===== config.mk =====
export PLATFORM = sky130hd
export DESIGN_NAME = srtf_queue
export DESIGN_NICKNAME = d
export VERILOG_FILES = /design/src/rtl/srtf_pkg.sv /design/src/rtl/srtf_cell.sv /design/src/rtl/srtf_queue.sv
export SDC_FILE = /design/constraint.sdc
export NUM_CORES = 2
export LEC_CHECK = 0
export BUFFER_PORTS_ARGS = -buffer_cell sky130_fd_sc_hd__buf_2
export CAP_MARGIN = 20
export CORE_MARGIN = 3
export CORE_UTILIZATION = 50
export DETAILED_ROUTE_END_ITERATION = 12
export GPL_ROUTABILITY_DRIVEN = 1
export GPL_TIMING_DRIVEN = 0
export PLACE_DENSITY = 0.66
export SLEW_MARGIN = 20
export SYNTH_ARGS = -nofsm -noshare
export SYNTH_HDL_FRONTEND = slang
export SYNTH_SLANG_ARGS = --single-unit

===== constraint.sdc =====
create_clock -name i_clk -period 13.8 [get_ports i_clk]
set_input_delay 2.76 -clock i_clk [delete_from_list [all_inputs] [get_ports i_clk]]
set_output_delay 2.76 -clock i_clk [all_outputs]
set_load 0.02 [all_outputs]

===== src/rtl/srtf_pkg.sv =====
// Shared constants, codes and types of the SRTF multi-CPU task table.
package srtf_pkg;

    // Sizing
    localparam int NUM_CPUS    = 4;
    localparam int QUEUE_DEPTH = 16;
    localparam int TIME_BITS   = 20;

    localparam int PID_W  = 16;
    localparam int TIN_W  = 20;
    localparam int CNT_W  = $clog2(QUEUE_DEPTH + 1);
    localparam int LOAD_W = TIME_BITS + CNT_W;
    localparam int CPU_W  = (NUM_CPUS > 1) ? $clog2(NUM_CPUS) : 1;
    localparam int CPUX_W = $clog2(NUM_CPUS + 1);

    // Operation codes
    localparam logic KIND_INSERT = 1'b0;
    localparam logic KIND_REMOVE = 1'b1;

    // Status codes
    localparam logic [1:0] ST_DONE      = 2'd0;
    localparam logic [1:0] ST_FULL      = 2'd1;
    localparam logic [1:0] ST_NOT_FOUND = 2'd2;

    // Command item
    typedef struct packed {
        logic             kind;
        logic [1:0]       target_cpu;
        logic [PID_W-1:0] task_pid;
        logic [TIN_W-1:0] task_remaining;
    } t_cmd;

    // Result item
    typedef struct packed {
        logic [1:0] least_loaded_cpu;
        logic [2:0] first_idle_cpu;
        logic [2:0] idle_cpu_count;
        logic       pid_last_part;
        logic [1:0] status;
    } t_result;

    // One queue entry
    typedef struct packed {
        logic [PID_W-1:0]     pid;
        logic [TIME_BITS-1:0] rem_time;
    } t_entry;

    // Flags passed down the cell chain
    typedef struct packed {
        logic ahead;   // this entry sorts ahead of the new task
        logic hit;     // pid seen at or before this cell
        logic dup;     // pid seen twice at or before this cell
    } t_link;

    // Queue control from the sequencer
    typedef struct packed {
        logic                 ins_en;
        logic                 rem_en;
        logic [PID_W-1:0]     pid;
        logic [TIME_BITS-1:0] rem_time;
    } t_q_ctrl;

    // Queue status back to the sequencer
    typedef struct packed {
        logic [CNT_W-1:0]  count;
        logic [LOAD_W-1:0] load;
        logic              full;
        logic              hit;
        logic              dup;
    } t_q_stat;

endpackage


===== src/rtl/srtf_cell.sv =====
// One queue slot: holds an entry, shifts right on insert and left on remove.
module srtf_cell (
    input  logic             i_clk,
    input  srtf_pkg::t_q_ctrl i_ctrl,
    input  logic             i_valid,
    input  srtf_pkg::t_entry i_left,
    input  srtf_pkg::t_entry i_right,
    input  srtf_pkg::t_link  i_link,
    output srtf_pkg::t_entry o_entry,
    output srtf_pkg::t_link  o_link,
    output logic             o_taken
);

    srtf_pkg::t_entry r_entry;
    srtf_pkg::t_entry n_entry;
    logic             w_match;
    logic             w_ahead;

    // Compare own entry against the command
    assign w_match = i_valid && (r_entry.pid == i_ctrl.pid);
    assign w_ahead = i_valid && ((r_entry.rem_time < i_ctrl.rem_time) ||
                     ((r_entry.rem_time == i_ctrl.rem_time) && (r_entry.pid < i_ctrl.pid)));

    // Chain flags
    assign o_link.ahead = w_ahead;
    assign o_link.hit   = i_link.hit | w_match;
    assign o_link.dup   = i_link.dup | (i_link.hit & w_match);
    assign o_taken      = w_match & ~i_link.hit;
    assign o_entry      = r_entry;

    // Next entry: keep, take new task, take left neighbor, or take right neighbor
    always_comb begin
        n_entry = r_entry;
        if (i_ctrl.ins_en) begin
            if (!w_ahead) begin
                if (i_link.ahead) begin
                    n_entry.pid      = i_ctrl.pid;
                    n_entry.rem_time = i_ctrl.rem_time;
                end else begin
                    n_entry = i_left;
                end
            end
        end else if (i_ctrl.rem_en) begin
            if (i_link.hit || w_match) begin
                n_entry = i_right;
            end
        end
    end

    always_ff @(posedge i_clk) begin
        r_entry <= n_entry;
    end

endmodule


===== src/rtl/srtf_queue.sv =====
// One CPU's sorted queue: a row of cells plus entry count and load total.
module srtf_queue (
    input  logic              i_clk,
    input  logic              i_rst_n,
    input  srtf_pkg::t_q_ctrl i_ctrl,
    output srtf_pkg::t_q_stat o_stat
);

    logic [srtf_pkg::CNT_W-1:0]     r_count;
    logic [srtf_pkg::CNT_W-1:0]     n_count;
    logic [srtf_pkg::LOAD_W-1:0]    r_load;
    logic [srtf_pkg::LOAD_W-1:0]    n_load;
    logic                           w_full;
    logic                           w_ins_go;
    logic                           w_rem_go;
    logic [srtf_pkg::TIME_BITS-1:0] w_rm_time;
    srtf_pkg::t_q_ctrl              w_ctrl;
    srtf_pkg::t_entry               w_entry [srtf_pkg::QUEUE_DEPTH];
    srtf_pkg::t_link                w_link  [srtf_pkg::QUEUE_DEPTH+1];
    logic [srtf_pkg::QUEUE_DEPTH-1:0] w_taken;

    assign w_full   = (r_count == srtf_pkg::CNT_W'(srtf_pkg::QUEUE_DEPTH));
    assign w_ins_go = i_ctrl.ins_en & ~w_full;
    assign w_rem_go = i_ctrl.rem_en & w_link[srtf_pkg::QUEUE_DEPTH].hit;

    // Insert is dropped when full
    always_comb begin
        w_ctrl        = i_ctrl;
        w_ctrl.ins_en = w_ins_go;
    end

    // Head of the chain
    assign w_link[0].ahead = 1'b1;
    assign w_link[0].hit   = 1'b0;
    assign w_link[0].dup   = 1'b0;

    for (genvar i = 0; i < srtf_pkg::QUEUE_DEPTH; i++) begin : g_cell
        srtf_pkg::t_entry w_left;
        srtf_pkg::t_entry w_right;
        logic             w_valid;

        assign w_left  = (i == 0) ? w_entry[i] : w_entry[(i == 0) ? 0 : i-1];
        assign w_right = (i == srtf_pkg::QUEUE_DEPTH-1) ? w_entry[i] :
                         w_entry[(i == srtf_pkg::QUEUE_DEPTH-1) ? i : i+1];
        assign w_valid = (srtf_pkg::CNT_W'(i) < r_count);

        srtf_cell u_cell (
            .i_clk   (i_clk),
            .i_ctrl  (w_ctrl),
            .i_valid (w_valid),
            .i_left  (w_left),
            .i_right (w_right),
            .i_link  (w_link[i]),
            .o_entry (w_entry[i]),
            .o_link  (w_link[i+1]),
            .o_taken (w_taken[i])
        );
    end

    // Time of the first matching entry (one-hot select)
    always_comb begin
        w_rm_time = '0;
        for (int i = 0; i < srtf_pkg::QUEUE_DEPTH; i++) begin
            if (w_taken[i]) begin
                w_rm_time = w_rm_time | w_entry[i].rem_time;
            end
        end
    end

    // Count and running load
    always_comb begin
        n_count = r_count;
        n_load  = r_load;
        if (w_ins_go) begin
            n_count = r_count + srtf_pkg::CNT_W'(1);
            n_load  = r_load + srtf_pkg::LOAD_W'(i_ctrl.rem_time);
        end else if (w_rem_go) begin
            n_count = r_count - srtf_pkg::CNT_W'(1);
            n_load  = r_load - srtf_pkg::LOAD_W'(w_rm_time);
        end
    end

    always_ff @(posedge i_clk) begin
        if (!i_rst_n) begin
            r_count <= '0;
            r_load  <= '0;
        end else begin
            r_count <= n_count;
            r_load  <= n_load;
        end
    end

    assign o_stat.count = r_count;
    assign o_stat.load  = r_load;
    assign o_stat.full  = w_full;
    assign o_stat.hit   = w_link[srtf_pkg::QUEUE_DEPTH].hit;
    assign o_stat.dup   = w_link[srtf_pkg::QUEUE_DEPTH].dup;

endmodule


==> results <==
- The run finished with clean final reports.
- Counting both buffers and inverters, the worst setup path holds a total of 4.
- Port buffering added between 70 and 80 buffers.
- No sink is reached through more buffers than the 3 on the longest clock path.
- The wire length of the first global-routing pass is approximately 330 mm.
- The H-tree level count is 3.
- The DRC marker count from the first detailed-route iteration is roughly 7300.
- The final setup violation count is 0.
- The final critical-path share of the clock period is 92.1%.
- Among all flip-flop cells after synthesis, the most frequent one is edfxtp_1.
- The number of buffers added for setup after CTS is 0.
- The dominant delay contributor by cell family on the critical path is simple AND/OR/NAND/NOR gates.
- Setup repair after global routing left no endpoint under its margin.
- The arrival time of data at the critical path endpoint is ~13000 ps.
- The maximum clock skew at final layout is 41.1 ps.
- Summed over all nets, the half-perimeter wirelength after detailed placement is ~190 mm.
- The total number of nets in the final design is 5964.
- The sum of internal, switching and leakage power is 5750 uW.
- The master cell of the clock root buffer is clkbuf_16.
- In the synthesized netlist, mux cells make up about a tenth of the area.
- For the worst setup path, the data required time is roughly 14000 ps.
- Setup total negative slack on the finished layout was measured at 0 ps.
- The worst setup path is captured at a register.
- The number of nets in the synthesized netlist is ~5800.
- In this run the register-to-register setup slack is 3600 ps.
- Dividing total power by cell area gives a power density of about 110 nW/um^2.
- In the final routed layout, each cell accounts on average for around 36 um.
- The die covers between 100000 and 150000 um^2.
- After detailed routing, the number of vias per cell comes to around 7.1.
- Of the total synthesized cell area, the portion taken by full adders, half adders and majority gates is 15.6%.
- The slowest stage of the critical path belongs to the cell or4_1.
- In this run, synthesis inferred about 580 flip-flops with an integrated enable.
- The number of antenna violations at the first check in global routing came to 9.
- For this block, the via count after detailed routing is between 40000 and 50000.
- In this run, synthesis produced a sequential element count of 606.
- The TritonCTS buffer count is 77.
- Once the clock tree was built, the resizer swapped 0 gates to a different size.
- After global routing the overflow that remains totals 0.
- The remaining antenna violation count is 0.
- The gate count of the mapped netlist is around 5000.
- The number of global-route vias before repair is approximately 44000.
- The maximum number of pins on one net before global-route repair is 24.
- The maximum fanout encountered on the critical timing path is 19.
- After synthesis the cells add up to 48900 um^2.
- For the pin with the worst max-slew slack, the measured transition is 1340 ps.
- By area the synthesized netlist is led by edfxtp_1, ha_1, mux2i_1.
- The path class of the lowest-slack min-delay path is register to register.
- The minimum period implied by the final worst setup slack is about 13000 ps.
- The maximum frequency from static timing analysis is slightly below 80 MHz.
- The effective utilization at floorplan is between 50% and 60%.
- The synthesized netlist contains 100 unique library cells.
- IR analysis of the VDD net gives a maximum drop of around 110 uV.
- Of the total synthesized cell area, the portion taken by XOR and XNOR cells is 0.627%.
- Of the post-synthesis cell area, the dominant cell type holds 35.4%.
- The critical path is of the input port to register type.
- The worst-skew pair later-pin latency is approximately 700 ps.
- The synthesized netlist devotes 18.8% of its cell area to compound gates.
- The nature of the critical path startpoint is an input port.
- Clock-pin slew was measured on the worst setup and hold paths at roughly 60 ps.
- For this design the top-level I/O count stands at 73.
- The die span in x is ~320 um.
- The dominant combinational cell family by area after synthesis is compound AO/OA/AOI/OAI gates.
- Wires add up to roughly 240 mm.
- The region available for standard cell placement spans between 90000 and 100000 um^2.
- Measured against its own limit, the worst slew margin works out to roughly a tenth.
- The share of synthesized area occupied by flip-flops and latches is 36.6%.
- In this design, the stage delay of the slowest critical-path cell is about 860 ps.
- By instance count, the cell type seen most on the critical path is o21ai_0.
- TritonCTS built the clock tree.
- Among all cell types in the netlist, the one instantiated most often is o21ai_0.
- The clock drives roughly 610 sinks.
- The number of hold buffers added after CTS was 0.
- The pre-antenna-repair detailed-routing pass consisted of 7 iterations.
- The final max-slew violation count is 0.
- The die is ~320 um tall.
- The synthesis-to-layout area growth is 11.1%.
- The total of max-cap violations is 0.
- By count the netlist is led by o21ai_0, nand2_1, ha_1, edfxtp_1, mux2i_1.
- The cell accounting for the most synthesized area is edfxtp_1.
- The proportion of register bits with asynchronous set or reset after synthesis is 0%.
- The total of warnings raised by yosys is 0.
- The post-synthesis average cell area is approximately 9.5 um^2.
- The synthesized netlist devotes around 16% of its cell area to simple gates.
- The number of endpoints with negative hold slack in the final report is 0.
- Global routing used a little under half of the available tracks across all layers.
- In this run the static leakage power is 0.0227 uW.
- The layout cell share with drive strength beyond 1 is 7.14%.
- The placer's final routability congestion estimate is 1.06.
- In the routed design, unresolved DRC markers number 0.
- Row generation in the floorplan step produced 114 rows.
[worst min-delay path, cell delays in order, from the launching register on]
cell and delay [ps]:
dfxtp_1 320, nand2_1 50, a21boi_0 60
[cell type report]
type,count,area (um^2)
Inverter,96,360
Timing Repair Buffer,102,1030
Buffer,310,1250
Sequential cell,606,17900
Clock buffer,92,1980
Tap cell,1276,1600
Clock inverter,49,531
Multi-Input combinational cell,4125,29700
Antenna cell,3,7.51
Fill cell,8875,42500
[sequential cells by signal, summed over array words and instances, names as in the netlist]
signal / flops
g_cell.u_cell.o_entry: 576
r_count: 5
r_load: 25
[kinds of logic after synthesis]
family / after synthesis
AOI/OAI and AO/OA: 1472
xor gates and xnor gates: 35
adders and majority gates: 608
buffers and inverters: 406
DFF: 606
muxes: 466
and+or+nand+nor: 1544
[through the flow]
step,instance area [um^2],hold WS (ps),utilization [%],setup WS [ps],std cells
floorplan,48900,522,-,4640,5137
global placement,50800,454,52.5,501,6484
detailed placement,51800,483,53.4,847,6514
CTS,54300,492,56.0,1540,6655
global route,54300,515,56.1,1010,6656
finish,54300,488,56.1,1100,6659
[layout by cell type, fill, tap and decap left out, types with 22 or more instances in the layout]
cell       count
and2_1        24
nand3_1       78
a21oi_1      180
ha_1         605
nor2_1       189
edfxtp_1     576
a221oi_1      27
a22oi_1       30
nor3_1        41
nand2_1      668
buf_2        104
clkbuf_16     77
nor2b_1       79
inv_1         89
clkbuf_1     251
mux2i_1      432
xnor2_1       23
mux2_2        34
o21ai_0      670
o2111ai_1     26
a31oi_1       97
o21a_1        76
dfxtp_1       30
a21o_1       124
buf_1         31
nand4_1      159
buf_16        22
a21boi_0      22
and3_1        33
or3_1         88
nand2b_1      61
a211oi_1      25
o211ai_1      23
[final timing paths]
path / to / from / depth (start not counted)
worst max-delay path: r_load[24]$_SDFFE_PN0P_ / i_ctrl[24] / 33
worst min-delay path: r_load[0]$_SDFFE_PN0P_ / r_load[0]$_SDFFE_PN0P_ / 2
worst max register to register: r_load[24]$_SDFFE_PN0P_ / g_cell[9].u_cell.o_entry[27]$_DFFE_PP_ / 31
worst min register to register: r_load[0]$_SDFFE_PN0P_ / r_load[0]$_SDFFE_PN0P_ / 2
[metal layers]
metal / track usage (%) / routed length, um / vias to the layer above
met5: 0 / 38 / -
met4: 26.9 / 17600 / 6
met3: 11.9 / 29500 / 768
met2: 67.1 / 101000 / 3428
met1: 61.5 / 94500 / 23200
li1: - / - / 20000
[power breakdown]
group	total, uW	switching, uW	internal, uW	leakage (uW)
Sequential	2480	259	2220	0.00594
Clock	2120	943	1170	0.00123
Combinational	1150	739	410	0.0156
Total	5750	1940	3800	0.0227
(Power assumes the default switching activity.)
